<file path="config.mk">
export PLATFORM = sky130hd
export DESIGN_NAME = infix_expression_evaluator_unit_flat
export DESIGN_NICKNAME = d
export VERILOG_FILES = /design/src/iee_pkg.sv /design/src/iee_stream_if.sv /design/src/infix_expression_evaluator_unit.sv /design/src/iee_divider.sv /design/src/iee_datapath.sv /design/src/iee_controller.sv /design/src/flat_wrapper.sv
export VERILOG_INCLUDE_DIRS = /design/src /design/src/src
export SDC_FILE = /design/constraint.sdc
export NUM_CORES = 2
export LEC_CHECK = 0
export BUFFER_PORTS_ARGS = -buffer_cell sky130_fd_sc_hd__buf_2
export CORE_MARGIN = 3
export CORE_UTILIZATION = 50
export DETAILED_ROUTE_END_ITERATION = 16
export MAX_ROUTING_LAYER = met4
export PLACE_DENSITY = 0.66
export SYNTH_ARGS = -nofsm -noshare
export SYNTH_HDL_FRONTEND = slang
export SYNTH_SLANG_ARGS = --single-unit
export TNS_END_PERCENT = 20
</file>
<file path="constraint.sdc">
create_clock -name clk -period 10.6 [get_ports clk]
set_input_delay 2.12 -clock clk [delete_from_list [all_inputs] [get_ports clk]]
set_output_delay 2.12 -clock clk [all_outputs]
set_load 0.01 [all_outputs]
</file>
<file path="src/infix_expression_evaluator_unit_macros.svh">
// Assertion macros for the infix expression evaluator.
`ifndef INFIX_EXPRESSION_EVALUATOR_UNIT_MACROS_SVH
`define INFIX_EXPRESSION_EVALUATOR_UNIT_MACROS_SVH
`ifndef SYNTHESIS
`define IEE_ASSERT(label, clk, rst_n, prop) \
	label: assert property (@(posedge clk) disable iff (!rst_n) prop) \
	else $error("assertion failed");
`define IEE_ASSERT_NORST(label, clk, prop) \
	label: assert property (@(posedge clk) prop) else $error("assertion failed");
`else
`define IEE_ASSERT(label, clk, rst_n, prop)
`define IEE_ASSERT_NORST(label, clk, prop)
`endif
`endif

</file>
<file path="src/iee_pkg.sv">
// ----------------------------------------------------------------------------
// iee_pkg
// Shared types and constants of the infix expression evaluator.
// ----------------------------------------------------------------------------
`default_nettype none
package iee_pkg;
	localparam int VALUE_STACK_DEPTH = 4;
	localparam int VALUE_BITS = 32;
	localparam int VS_IDX_BITS = $clog2(VALUE_STACK_DEPTH);
	localparam int VS_CNT_BITS = $clog2(VALUE_STACK_DEPTH + 1);
	localparam int DIV_CNT_BITS = $clog2(VALUE_BITS + 1);

	typedef logic [VALUE_BITS-1:0] value_t;
	typedef logic [VS_CNT_BITS-1:0] vcnt_t;

	typedef enum logic [1:0] {OP_ADD = 2'd0, OP_SUB = 2'd1, OP_MUL = 2'd2,
		OP_DIV = 2'd3} op_t;

	typedef enum logic [2:0] {ST_OK = 3'd0, ST_DIV0 = 3'd1, ST_BADCHAR = 3'd2,
		ST_OVERFLOW = 3'd3, ST_STACK = 3'd4} status_t;

	localparam logic [7:0] CH_PLUS = 8'h2B;
	localparam logic [7:0] CH_MINUS = 8'h2D;
	localparam logic [7:0] CH_STAR = 8'h2A;
	localparam logic [7:0] CH_SLASH = 8'h2F;
	localparam logic [7:0] CH_ZERO = 8'h30;
	localparam logic [7:0] CH_NINE = 8'h39;

	// Payload of one input transaction: one character of the formula.
	typedef struct packed {
		logic [7:0] char_code;
		logic       is_last;
	} char_item_t;

	// Payload of one result transaction.
	typedef struct packed {
		value_t     value;
		logic [2:0] status;
	} formula_result_t;

	typedef enum logic [2:0] {S_IDLE, S_PUSHOP, S_APPLY, S_ARITH, S_DIVWAIT,
		S_FINISH, S_OUT} state_t;

	// Controller -> datapath commands.
	typedef struct packed {
		logic load_char;    // capture input character
		logic do_digit;     // accumulate a digit
		logic push_operand; // push pending operand
		logic start_apply;  // pop two values, start arithmetic
		logic arith_done;   // write arithmetic result back
		logic push_op;      // push the captured operator
		logic bad_char;     // latch bad character
		logic load_result;  // build output result
		logic clear;        // return to reset state
	} iee_cmd_t;

	// Datapath -> controller status.
	typedef struct packed {
		logic is_digit;
		logic is_op;
		logic is_last;
		logic err;
		logic op_nonempty;
		logic top_ge;       // top operator precedence >= incoming
		logic div_busy;
	} iee_stat_t;
endpackage
`default_nettype wire

</file>
<file path="src/iee_stream_if.sv">
// ----------------------------------------------------------------------------
// iee_stream_if
// Valid/ready channel carrying one payload per transaction.
// ----------------------------------------------------------------------------
`default_nettype none
interface iee_stream_if #(parameter type payload_t = logic);
	logic valid;
	logic ready;
	payload_t data;
	modport source(output valid, output data, input ready);
	modport sink(input valid, input data, output ready);
endinterface
`default_nettype wire

</file>
<file path="src/infix_expression_evaluator_unit.sv">
// ----------------------------------------------------------------------------
// infix_expression_evaluator_unit
// Streaming shunting-yard evaluator of + - * / formulas, one character each.
// ----------------------------------------------------------------------------
// Takes one ASCII character per input transaction and gives one result
// transaction (value, status) after the character marked is_last. A digit
// is accumulated in S_PUSHOP; an operator pushes the pending operand, then
// applies each stacked operator of equal or higher precedence (S_APPLY,
// S_ARITH, S_DIVWAIT) before it is stacked, a divide waiting on the restoring
// divider that produces one quotient bit per cycle. On the character marked
// is_last the unit pushes the pending operand, applies every remaining
// operator the same way, builds the result and holds it until the result
// transaction is taken. The next character is taken only after the previous
// one and any pending result transaction are finished. After an error the
// latched status is reported with value 0, and the unit returns to its reset
// state after each result.
`default_nettype none
module infix_expression_evaluator_unit (
	input  wire logic clk,
	input  wire logic arst_n,
	iee_stream_if.sink in_ch,
	iee_stream_if.source out_ch
);
	import iee_pkg::*;

	iee_cmd_t cmd;
	iee_stat_t stat;
	value_t value;
	logic [2:0] status;

	// Controller: sequences the per-character work.
	iee_controller u_ctrl (
		.clk(clk), .arst_n(arst_n),
		.in_valid(in_ch.valid), .in_ready(in_ch.ready),
		.out_valid(out_ch.valid), .out_ready(out_ch.ready),
		.stat(stat), .cmd(cmd)
	);

	// Datapath: stacks, accumulator, arithmetic and result register.
	iee_datapath u_dp (
		.clk(clk), .arst_n(arst_n),
		.char_code(in_ch.data.char_code), .is_last(in_ch.data.is_last),
		.cmd(cmd), .stat(stat), .value(value), .status(status)
	);

	assign out_ch.data.value = value;
	assign out_ch.data.status = status;
endmodule
`default_nettype wire

</file>
<file path="src/iee_divider.sv">
// ----------------------------------------------------------------------------
// iee_divider
// Restoring signed divider, one quotient bit per cycle, truncates toward zero.
// ----------------------------------------------------------------------------
`default_nettype none
module iee_divider (
	input  wire logic clk,
	input  wire logic arst_n,
	input  wire logic start,
	input  wire iee_pkg::value_t dividend,
	input  wire iee_pkg::value_t divisor,
	output logic busy,
	output iee_pkg::value_t quotient
);
	import iee_pkg::*;
	`include "infix_expression_evaluator_unit_macros.svh"

	logic [DIV_CNT_BITS-1:0] cnt_q;
	value_t rem_q, quo_q, dvs_q;
	logic neg_q;
	logic [VALUE_BITS:0] trial;

	assign trial = {rem_q, quo_q[VALUE_BITS-1]} - {1'b0, dvs_q};

	always_ff @(posedge clk or negedge arst_n) begin
		if (!arst_n) begin
			cnt_q <= '0;
		end else if (start) begin
			cnt_q <= DIV_CNT_BITS'(VALUE_BITS);
		end else if (cnt_q != '0) begin
			cnt_q <= cnt_q - 1'b1;
		end
	end

	always_ff @(posedge clk) begin
		if (start) begin
			rem_q <= '0;
			quo_q <= dividend[VALUE_BITS-1] ? value_t'(-dividend) : dividend;
			dvs_q <= divisor[VALUE_BITS-1] ? value_t'(-divisor) : divisor;
			neg_q <= dividend[VALUE_BITS-1] ^ divisor[VALUE_BITS-1];
		end else if (cnt_q != '0) begin
			if (!trial[VALUE_BITS]) begin
				rem_q <= trial[VALUE_BITS-1:0];
				quo_q <= {quo_q[VALUE_BITS-2:0], 1'b1};
			end else begin
				rem_q <= {rem_q[VALUE_BITS-2:0], quo_q[VALUE_BITS-1]};
				quo_q <= {quo_q[VALUE_BITS-2:0], 1'b0};
			end
		end
	end

	assign busy = (cnt_q != '0);
	assign quotient = neg_q ? value_t'(-quo_q) : quo_q;

	`IEE_ASSERT(a_div_start_idle, clk, arst_n, start |-> !busy)
	`IEE_ASSERT(a_div_runs, clk, arst_n, start |=> busy)
	`IEE_ASSERT(a_div_count, clk, arst_n, busy |=> cnt_q == $past(cnt_q) - 1'b1)
endmodule
`default_nettype wire

</file>
<file path="src/iee_datapath.sv">
// ----------------------------------------------------------------------------
// iee_datapath
// Operand accumulator, operator and value stacks, arithmetic and error latch.
// ----------------------------------------------------------------------------
`default_nettype none
module iee_datapath (
	input  wire logic clk,
	input  wire logic arst_n,
	input  wire logic [7:0] char_code,
	input  wire logic is_last,
	input  wire iee_pkg::iee_cmd_t cmd,
	output iee_pkg::iee_stat_t stat,
	output iee_pkg::value_t value,
	output logic [2:0] status
);
	import iee_pkg::*;
	`include "infix_expression_evaluator_unit_macros.svh"

	localparam value_t MAXPOS = {1'b0, {(VALUE_BITS-1){1'b1}}};

	logic [7:0] char_q;
	logic last_q;
	value_t acc_q;
	logic seen_q;
	op_t ops_q [2];
	logic [1:0] opc_q;
	value_t vs_q [VALUE_STACK_DEPTH];
	vcnt_t vc_q;
	status_t err_q;
	value_t a_q, b_q;
	op_t aop_q;
	value_t mul_s1;
	value_t out_q;
	status_t outst_q;

	op_t in_op, top_op;
	logic [3:0] digit;
	logic ovf;
	value_t ax10, res, fetch_a, fetch_b;
	logic div_busy;
	value_t div_q;

	always_comb begin
		unique case (char_q)
			CH_PLUS: in_op = OP_ADD;
			CH_MINUS: in_op = OP_SUB;
			CH_STAR: in_op = OP_MUL;
			default: in_op = OP_DIV;
		endcase
	end

	assign top_op = ops_q[opc_q[0] ^ 1'b1];
	assign digit = 4'(char_q - CH_ZERO);
	assign ax10 = (acc_q << 3) + (acc_q << 1);
	// acc > (MAXPOS - d)/10  <=>  acc*10 + d > MAXPOS, with acc <= MAXPOS/10 bound
	assign ovf = (acc_q > MAXPOS / 10) ||
		({1'b0, ax10} + {{VALUE_BITS{1'b0}}, 1'b0} + (VALUE_BITS+1)'(digit)
		> {1'b0, MAXPOS});

	assign fetch_b = (vc_q >= vcnt_t'(1)) ? vs_q[VS_IDX_BITS'(vc_q - 1'b1)] : '0;
	assign fetch_a = (vc_q >= vcnt_t'(2)) ? vs_q[VS_IDX_BITS'(vc_q - 2'd2)] : '0;

	iee_divider u_div (
		.clk(clk), .arst_n(arst_n),
		.start(cmd.start_apply && top_op == OP_DIV),
		.dividend(fetch_a), .divisor(fetch_b),
		.busy(div_busy), .quotient(div_q)
	);

	always_comb begin
		case (aop_q)
			OP_ADD: res = a_q + b_q;
			OP_SUB: res = a_q - b_q;
			OP_MUL: res = mul_s1;
			default: res = (b_q == '0) ? '0 : div_q;
		endcase
	end

	always_ff @(posedge clk) begin
		if (cmd.load_char) begin
			char_q <= char_code;
			last_q <= is_last;
		end
		if (cmd.start_apply) begin
			a_q <= fetch_a;
			b_q <= fetch_b;
			aop_q <= top_op;
		end
		mul_s1 <= a_q * b_q;
		if (cmd.push_op && opc_q < 2'd2) begin
			ops_q[opc_q[0]] <= in_op;
		end
		if (cmd.push_operand && vc_q < vcnt_t'(VALUE_STACK_DEPTH)) begin
			vs_q[VS_IDX_BITS'(vc_q)] <= seen_q ? acc_q : '0;
		end else if (cmd.arith_done) begin
			vs_q[VS_IDX_BITS'(vc_q)] <= res;
		end
		if (cmd.load_result) begin
			out_q <= (err_q == ST_OK && vc_q != '0) ?
				vs_q[VS_IDX_BITS'(vc_q - 1'b1)] : '0;
			outst_q <= err_q;
		end
	end

	always_ff @(posedge clk or negedge arst_n) begin
		if (!arst_n) begin
			acc_q <= '0;
			seen_q <= 1'b0;
			opc_q <= '0;
			vc_q <= '0;
			err_q <= ST_OK;
		end else if (cmd.clear) begin
			acc_q <= '0;
			seen_q <= 1'b0;
			opc_q <= '0;
			vc_q <= '0;
			err_q <= ST_OK;
		end else begin
			if (cmd.do_digit) begin
				if (ovf) begin
					err_q <= ST_OVERFLOW;
				end else begin
					acc_q <= ax10 + value_t'(digit);
					seen_q <= 1'b1;
				end
			end
			if (cmd.bad_char) begin
				err_q <= ST_BADCHAR;
			end
			if (cmd.push_operand) begin
				acc_q <= '0;
				seen_q <= 1'b0;
				if (vc_q < vcnt_t'(VALUE_STACK_DEPTH)) begin
					vc_q <= vc_q + 1'b1;
				end else begin
					err_q <= ST_STACK;
				end
			end
			if (cmd.push_op) begin
				if (opc_q < 2'd2) begin
					opc_q <= opc_q + 1'b1;
				end else begin
					err_q <= ST_STACK;
				end
			end
			if (cmd.start_apply) begin
				opc_q <= opc_q - 1'b1;
				if (vc_q < vcnt_t'(2)) begin
					vc_q <= '0;
					err_q <= ST_STACK;
				end else begin
					vc_q <= vc_q - 2'd2;
					if (top_op == OP_DIV && fetch_b == '0) begin
						err_q <= ST_DIV0;
					end
				end
			end
			// after an underflow the error latch blocks further use, so the
			// result write may simply land at the decremented count
			if (cmd.arith_done && err_q == ST_OK) begin
				vc_q <= vc_q + 1'b1;
			end
		end
	end

	assign stat.is_digit = (char_q >= CH_ZERO) && (char_q <= CH_NINE);
	assign stat.is_op = (char_q == CH_PLUS) || (char_q == CH_MINUS) ||
		(char_q == CH_STAR) || (char_q == CH_SLASH);
	assign stat.is_last = last_q;
	assign stat.err = (err_q != ST_OK);
	assign stat.op_nonempty = (opc_q != '0);
	assign stat.top_ge = top_op[1] >= in_op[1];
	assign stat.div_busy = div_busy;
	assign value = out_q;
	assign status = outst_q;

	`IEE_ASSERT(a_opc_bound, clk, arst_n, opc_q <= 2'd2)
	`IEE_ASSERT(a_vc_bound, clk, arst_n, vc_q <= vcnt_t'(VALUE_STACK_DEPTH))
	`IEE_ASSERT(a_err_holds, clk, arst_n, (err_q != ST_OK && !cmd.clear) |=> err_q == $past(err_q))
endmodule
`default_nettype wire

</file>
<file path="src/iee_controller.sv">
// ----------------------------------------------------------------------------
// iee_controller
// Sequencer for one character: push, apply loop, finish and result handoff.
// ----------------------------------------------------------------------------
`default_nettype none
module iee_controller (
	input  wire logic clk,
	input  wire logic arst_n,
	input  wire logic in_valid,
	output logic in_ready,
	output logic out_valid,
	input  wire logic out_ready,
	input  wire iee_pkg::iee_stat_t stat,
	output iee_pkg::iee_cmd_t cmd
);
	import iee_pkg::*;
	`include "infix_expression_evaluator_unit_macros.svh"

	state_t state_q, state_d;
	logic finishing_q;
	logic outv_q;

	always_comb begin
		state_d = state_q;
		unique case (state_q)
			S_IDLE: begin
				if (in_valid && in_ready) state_d = S_PUSHOP;
			end
			S_PUSHOP: begin
				if (!stat.err && stat.is_op) state_d = S_APPLY;
				else if (stat.is_last) state_d = S_FINISH;
				else state_d = S_IDLE;
			end
			S_APPLY: begin
				if (!stat.err && stat.op_nonempty && (finishing_q || stat.top_ge)) begin
					state_d = S_ARITH;
				end else if (finishing_q) begin
					state_d = S_OUT;
				end else if (stat.is_last) begin
					state_d = S_FINISH;
				end else begin
					state_d = S_IDLE;
				end
			end
			S_ARITH: state_d = S_DIVWAIT;
			S_DIVWAIT: begin
				if (!stat.div_busy) state_d = S_APPLY;
			end
			S_FINISH: state_d = S_APPLY;
			S_OUT: begin
				if (!outv_q) state_d = S_IDLE;
			end
			default: state_d = S_IDLE;
		endcase
	end

	always_comb begin
		cmd = '0;
		unique case (state_q)
			S_IDLE: cmd.load_char = in_valid && in_ready;
			S_PUSHOP: begin
				if (!stat.err) begin
					cmd.do_digit = stat.is_digit;
					cmd.bad_char = !stat.is_digit && !stat.is_op;
					cmd.push_operand = stat.is_op;
				end
			end
			S_APPLY: begin
				if (!stat.err && stat.op_nonempty && (finishing_q || stat.top_ge)) begin
					cmd.start_apply = 1'b1;
				end else if (finishing_q) begin
					cmd.load_result = 1'b1;
					cmd.clear = 1'b1;
				end else if (!stat.err) begin
					cmd.push_op = 1'b1;
				end
			end
			S_DIVWAIT: cmd.arith_done = !stat.div_busy;
			S_FINISH: cmd.push_operand = !stat.err;
			default: ;
		endcase
	end

	always_ff @(posedge clk or negedge arst_n) begin
		if (!arst_n) begin
			state_q <= S_IDLE;
			finishing_q <= 1'b0;
			outv_q <= 1'b0;
		end else begin
			state_q <= state_d;
			if (state_q == S_FINISH) finishing_q <= 1'b1;
			else if (state_q == S_IDLE) finishing_q <= 1'b0;
			if (cmd.load_result) outv_q <= 1'b1;
			else if (out_ready) outv_q <= 1'b0;
		end
	end

	assign in_ready = (state_q == S_IDLE) && !outv_q;
	assign out_valid = outv_q;

	`IEE_ASSERT(a_ready_idle, clk, arst_n, in_ready |-> state_q == S_IDLE)
	`IEE_ASSERT(a_out_hold, clk, arst_n, (out_valid && !out_ready) |=> out_valid)
	`IEE_ASSERT(a_div_wait, clk, arst_n, state_q == S_ARITH |=> state_q == S_DIVWAIT)
endmodule
`default_nettype wire

</file>
<file path="src/flat_wrapper.sv">
// flat-port wrapper written by rule: the top's interface ports become plain ports
module infix_expression_evaluator_unit_flat import iee_pkg::*;
  (clk, arst_n, in_ch_valid, in_ch_data, in_ch_ready, out_ch_valid, out_ch_data, out_ch_ready);
  iee_stream_if #(.payload_t(char_item_t)) in_ch_i ();
  iee_stream_if #(.payload_t(formula_result_t)) out_ch_i ();
  input  wire logic clk;
  input  wire logic arst_n;
  input wire logic [$bits(in_ch_i.valid)-1:0] in_ch_valid;
  input wire logic [$bits(in_ch_i.data)-1:0] in_ch_data;
  output wire logic [$bits(in_ch_i.ready)-1:0] in_ch_ready;
  output wire logic [$bits(out_ch_i.valid)-1:0] out_ch_valid;
  output wire logic [$bits(out_ch_i.data)-1:0] out_ch_data;
  input wire logic [$bits(out_ch_i.ready)-1:0] out_ch_ready;
  assign in_ch_i.valid = in_ch_valid;
  assign in_ch_i.data = in_ch_data;
  assign in_ch_ready = in_ch_i.ready;
  assign out_ch_valid = out_ch_i.valid;
  assign out_ch_data = out_ch_i.data;
  assign out_ch_i.ready = out_ch_ready;
  infix_expression_evaluator_unit u_core (.clk(clk), .arst_n(arst_n), .in_ch(in_ch_i), .out_ch(out_ch_i));
endmodule
</file>
======== Yosys cells after proc, flatten, opt, wreduce, memory -nomap -nowiden ========
Memories as Yosys holds them, arrays and structs flattened.
Index checks and enable logic that the tools add are counted.
cells by class
  add/subtract/negate cells ............... 16
  multiply operators ...................... 1
  $lt $le $gt $ge ......................... 10
  equality and inequality tests ........... 17
  mux-type cells .......................... 80
  bitwise gates (word level) .............. 3
  reductions and logical operators ........ 44
operators by type and width
  operator                                                                 count
  32-bit two-way mux                                                       14
  32-bit negation                                                          3
  32-bit case mux with 3 select lines                                      1
  3-bit two-way mux                                                        24
  32-bit adder                                                             2
  32-bit zero test                                                         2
  32-bit by 4-bit adder with 33-bit output                                 1
  33-bit by 31-bit > comparator with 1-bit output (second input constant)  1
  33-bit by 32-bit subtractor with 33-bit output                           1
  32-bit by 4-bit adder with 32-bit output                                 1
  8-bit by 6-bit == test with 1-bit output (second input constant)         4
  32-bit by 28-bit > comparator with 1-bit output (second input constant)  1
  32-bit by 32-bit multiplier with 32-bit output                           1
  32-bit subtractor                                                        1
  31-bit two-way mux                                                       1
  1-bit two-way mux                                                        27
  3-bit case mux with 7 select lines                                       1
  2-bit two-way mux                                                        8
  3-bit nonzero test                                                       5
  1-bit logical AND                                                        13
  6-bit two-way mux                                                        2
  3-bit == test (second input constant)                                    3
  8-bit by 6-bit >= comparator with 1-bit output (second input constant)   1
  8-bit by 6-bit <= comparator with 1-bit output (second input constant)   1
  32 further kinds                                                         52
storage, ports and cells
  flip-flop bits (word level) ............. 291
  memory bits (writable) .................. 132
  input bits .............................. 13
  memories ................................ 2
memory list
  memory             words  width  read ports  clocked after Yosys merged registers in  wr ports  line                source
  u_core.u_dp.vs_q   4      32     2           0                                        1         iee_datapath.sv:27  value_t vs_q [VALUE_STACK_DEPTH];
  u_core.u_dp.ops_q  2      2      1           0                                        1         iee_datapath.sv:25  op_t ops_q [2];

======== Longest topological paths before layout ========
  depth after elaboration ................. 17
  depth in mapped cells ................... 31
  mapped depth without buffers ............ 29

======== Cells and area by module ========
Synthesis repeated with hierarchy kept, for this count alone.
unflattened totals
  cell total of the unflattened synthesis .. 4292
  area, all modules ....................... 41563.6 um^2
by module, submodules not included
  module          times used  cells each  area an instance (um^2)  sequential area each (um^2)
  iee_datapath    1           3381        33523.4                  8933.6
  iee_divider     1           859         7556.0                   2742.6
  iee_controller  1           52          484.2                    125.1

======== Worst setup path before layout ========
Ideal clock, no wire load.
  kind .................................... reg2reg
  start point ............................. register u_core.u_dp.b_q[4]
  end point ............................... register u_core.u_dp.mul_s1[31]
  setup time .............................. 0.072 ns
  arrival ................................. 7.554 ns
  path slack .............................. 2.974 ns
  cell stages (with the launch flop) ...... 29
  path buffers ............................ 2
  period minus slack after synthesis ...... 7.626 ns
  cells stage by stage .................... edfxtp_1 -> clkbuf_1 -> buf_1 -> nand2_1 -> fa_1 -> inv_1 -> fa_1 -> inv_1 -> fa_1 -> inv_1 -> fa_1 -> inv_1 -> fa_1 -> inv_1 -> fa_1 -> fa_1 -> fa_1 -> ha_1 -> a21o_1 -> a21o_1 -> a21o_1 -> a21o_1 -> a21oi_1 -> o21ai_0 -> a41o_1 -> o41a_1 -> a21o_1 -> a21oi_1 -> xnor2_1
on the way
  longest elaborated chain between the ends .. 1
ends and longest elaborated chain
  item                                            line                source
  start: declaration                              iee_datapath.sv:30  value_t a_q, b_q;
  start signal: assignment                        iee_datapath.sv:86  b_q <= fetch_b;
  32-bit by 32-bit multiplier with 32-bit output  iee_datapath.sv:89  mul_s1 <= a_q * b_q;
  end signal: assignment                          iee_datapath.sv:89
  end: declaration                                iee_datapath.sv:32  value_t mul_s1;
Every way passes these cells.
A chain may end at the register's enable or synchronous reset.

======== Worst setup path in the final report ========
  start point ............................. register u_core.u_dp.b_q[12]
  end point ............................... register u_core.u_dp.mul_s1[31]
Same word-level chain as after synthesis.

==> results by group <==
Clocking
  – Clock root buffer: clkbuf_16
  – CTS resizes: 0
  – Total CTS buffers: 46
  – Cts hold-fix bufs: 0
  – Post-CTS setup buffers: 0
  – Reg clk slew, reported paths: 0.07 ns
  – Clock Latency Late Sink: 0.61 ns
  – Buffer levels on the longest clock path: 3
  – Total clock sinks: 423
  – TritonCTS clock tree: done
  – H-tree depth: 2

Pwr
  – Leakage: 19.5 nW
  – Pwr per Cell Area: 323 nW/um^2
  – Worst VDD drop: 0.529 mV
  – Switching pwr: 6.61 mW
  – Internal: 7.58 mW
  – Register share of total power: 0.187
  – Clk network pwr share: 0.122
  – Logic pwr share: 0.691
  – Post-route total power: 14.2 mW
  – Switching portion of total power: 0.466

Synth
  – Fraction of registers with async set/reset: 0.123
  – Syn Nets: 4907
  – Post-Synth Simple-Gate Area: 0.147
  – Mux share of post-synthesis cell area: 0.0496
  – Largest family of logic cells by synthesized area: adder cells
  – Top post-synthesis cells by area: edfxtp_1 (22%), fa_1 (20%), ha_1 (6.9%)
  – Total number of yosys warnings: 0
  – Number of library cell types mapped by synthesis: 93
  – Most common cell in the netlist: nand2_1
  – Synth Area in Compound Gates: 0.109
  – Synth Area in Adders: 0.271
  – Post-synth design cell area: 41000 um^2
  – Synth Area in XOR/XNOR: 0.0635
  – Top_reg_cell synth: edfxtp_1
  – Flops & latches, synth: 423
  – Largest area contributor in the netlist: edfxtp_1
  – Seq/Total Area, Yosys: 0.288
  – Top post-synthesis cells by count: nand2_1 (568), inv_1 (563), fa_1 (412)
  – EDFF count, synth: 307
  – Synthesized instance count: 4255
  – Top-area cell type share of the netlist area: 0.225
  – Average size of a mapped cell: 9.63 um^2

Floorplanning
  – Die X: 292 um
  – Starting Density: 0.507
  – Die ar.: 85400 um^2
  – Site Rows: 104
  – Num ports: 50
  – Die height: 292 um
  – Core box area: 80800 um^2

Setup path
  – Crit-path leading delay family: adder cells
  – Worst r2r src: u_core.u_dp.b_q[12]
  – Setup CP Type: flip-flop to flip-flop
  – WP data arrival: 8.48 ns
  – CP Launch Type: flip-flop
  – WP data required: 11.07 ns
  – Worst Reg-to-Reg Cells: 25
  – Slowest stage delay, CP: 0.78 ns
  – Setup crit end kind: flip-flop
  – Crit path buf inv count: 4
  – Crit path top cell by count: fa_1
  – R2R setup slack: 2.59 ns
  – Crit path max-delay cell type: edfxtp_1
  – Critical path fanouts, max: 13
  – Reg-to-Reg End: u_core.u_dp.mul_s1[31]

Timing
  – Relative slew slack: 0.209
  – Slew Viols, Final: 0
  – Clock Skews: 0.0308 ns
  – Max Clock Freq: 0.125 GHz
  – Final setup vio count: 0
  – Least-Margin Pin Slew: 1.18 ns
  – Period utilization: 0.756
  – Post-route setup slack: 2.59 ns
  – Min Tclk post-route: 8.01 ns
  – Setup_tns: 0 ns
  – RSZ-0062 raised after global routing: false
  – Fin. Hold Viols: 0

Finish
  – Area of the multi-input gates: 26200 um^2
  – Share of cells above drive strength 1: 0.0633
  – Register Area: 11800 um^2
  – Nets: 4862
  – Area grow syn2layout: 7.11%
  – # fillers: 7236

Routing
  – Post-route ant nets: 0
  – 1st-pass router iterations: 8
  – Via count: 30900
  – Number of vias per cell: 5.82
  – WL/cell: 21.7 um
  – Detailed Route WL: 115000 um
  – First DRT Iteration DRCs: 2803
  – DRC viols: 0

Global routing
  – Tot GR Track Use: 0.281
  – Largest net degree at the start of global routing: 70
  – Routing usage on met2: 0.445
  – Top Usage Layer GRT: met2
  – Met1 GRT Util: 0.372
  – Grt ovf: 0
  – Met3 usage: 0.0450
  – Vias in the first global route: 31300
  – Global-route wire length before repair: 181000 um
  – Initial antenna violation count: 5

Placed design
  – PortBufs: 49
  – DPL Wire Length: 84500 um
  – Setup slack at placement: 2.69 ns
  – Routability congestion estimate: 0.942

Run status
  – Status: complete, no violations

Min path
  – HP Class: flip-flop to flip-flop
  – Hold Crit Depth: 0
  – Worst hold path startpoint: u_core.u_dp.err_q[2]
  – Worst Hold Path EP: u_core.u_dp.status[2]

Job
  – Max-Cap Viols: 0
[power by group through the flow]
stage	sequential [mW]	combinational (mW)	clock, mW
floorplan	2.48	7.42	0
detailed placement	2.68	9.65	0
global route	2.69	11.0	1.83
CTS	2.65	9.78	1.76
finish	2.66	9.80	1.74
global placement	2.68	9.60	0
[sequential cells by signal (all words and copies together) (netlist names), 2 cells and up]
name and flops:
u_core.u_dp.char_q 8, u_core.u_dp.vc_q 3, u_core.u_ctrl.state_q 3, u_core.u_dp.a_q 32, u_core.u_dp.ops_q 4, u_core.u_dp.b_q 32
u_core.u_dp.opc_q 2, u_core.u_dp.acc_q 32, u_core.u_dp.u_div.cnt_q 6, u_core.u_dp.status 3, u_core.u_dp.value 32, u_core.u_dp.mul_s1 32
u_core.u_dp.err_q 3, u_core.u_dp.u_div.quo_q 32, u_core.u_dp.aop_q 2, u_core.u_dp.u_div.rem_q 32, u_core.u_dp.vs_q 128, u_core.u_dp.u_div.dvs_q 32
[cell families after synthesis]
| group | Yosys count |
|---|---|
| compound gates | 700 |
| xor+xnor | 297 |
| fa+ha+maj | 639 |
| buf+inv | 778 |
| flops | 423 |
| mux | 162 |
| simple gates | 1256 |
[area by class of cell]
| type | count | share of cell area |
|---|---|---|
| Multi-Input combinational cell | 3054 | 0.598 |
| Clock buffer | 50 | 0.0266 |
| Antenna cell | 3 | 0.000171 |
| Timing Repair Buffer | 120 | 0.0177 |
| Inverter | 565 | 0.0483 |
| Clock inverter | 36 | 0.0101 |
| Sequential cell | 423 | 0.269 |
| Tap cell | 1060 | 0.0302 |
[metrics by stage]
stage          utilization  cell area [um^2]  instances  hold WS (ns)
2_1_floorplan            -             41000       4255         0.462
3_3_place_gp         0.523             42300       5222         0.483
3_5_place_dp         0.523             42300       5222         0.490
4_1_cts              0.543             43900       5308         0.496
5_1_grt              0.543             43900       5309         0.531
6_report             0.543             43900       5311         0.500
[worst reg2reg max path: cells and delay by family (launching register included)]
kind / cells / cell delay [ns]
buf+inv: 4 / 0.49
fa+ha+maj: 9 / 4.46
compound gates: 10 / 1.96
xor+xnor: 1 / 0.07
simple gates: 1 / 0.10
flops: 1 / 0.78
[placed cells by master (no fill, tap or decap), types with 59 or more instances in the layout]
cell / netlist / routed
edfxtp_1: 307 / 307
xor2_1: 97 / 96
ha_1: 227 / 227
mux2i_1: 122 / 122
nor2_1: 166 / 164
xnor2_1: 200 / 200
buf_4: 1 / 71
o21ai_0: 200 / 199
and2_1: 219 / 219
a21o_1: 59 / 59
dfxtp_1: 64 / 64
a21oi_1: 186 / 185
nand3_1: 61 / 60
inv_1: 563 / 561
fa_1: 412 / 412
nand2_1: 568 / 568
[metal layers]
layer	routed length [um]	up-vias
met5	0	-
met4	4570	0
met3	9160	244
met2	53500	1195
met1	48000	15400
li1	-	14100
[worst max path at each step]
stage                              from                endpoint  slack [ns]  cells past startpoint
floorplan            u_core.u_dp.b_q[4]  u_core.u_dp.mul_s1[31]        2.97                     28
global placement    u_core.u_dp.b_q[12]  u_core.u_dp.mul_s1[31]        2.74                     25
detailed placement  u_core.u_dp.b_q[12]  u_core.u_dp.mul_s1[31]        2.69                     25
CTS                 u_core.u_dp.b_q[12]  u_core.u_dp.mul_s1[31]        2.62                     25
global route         u_core.u_dp.a_q[0]  u_core.u_dp.mul_s1[31]        2.22                     26
finish              u_core.u_dp.b_q[12]  u_core.u_dp.mul_s1[31]        2.59                     25
No activity file was read; power rests on OpenSTA's default activity.
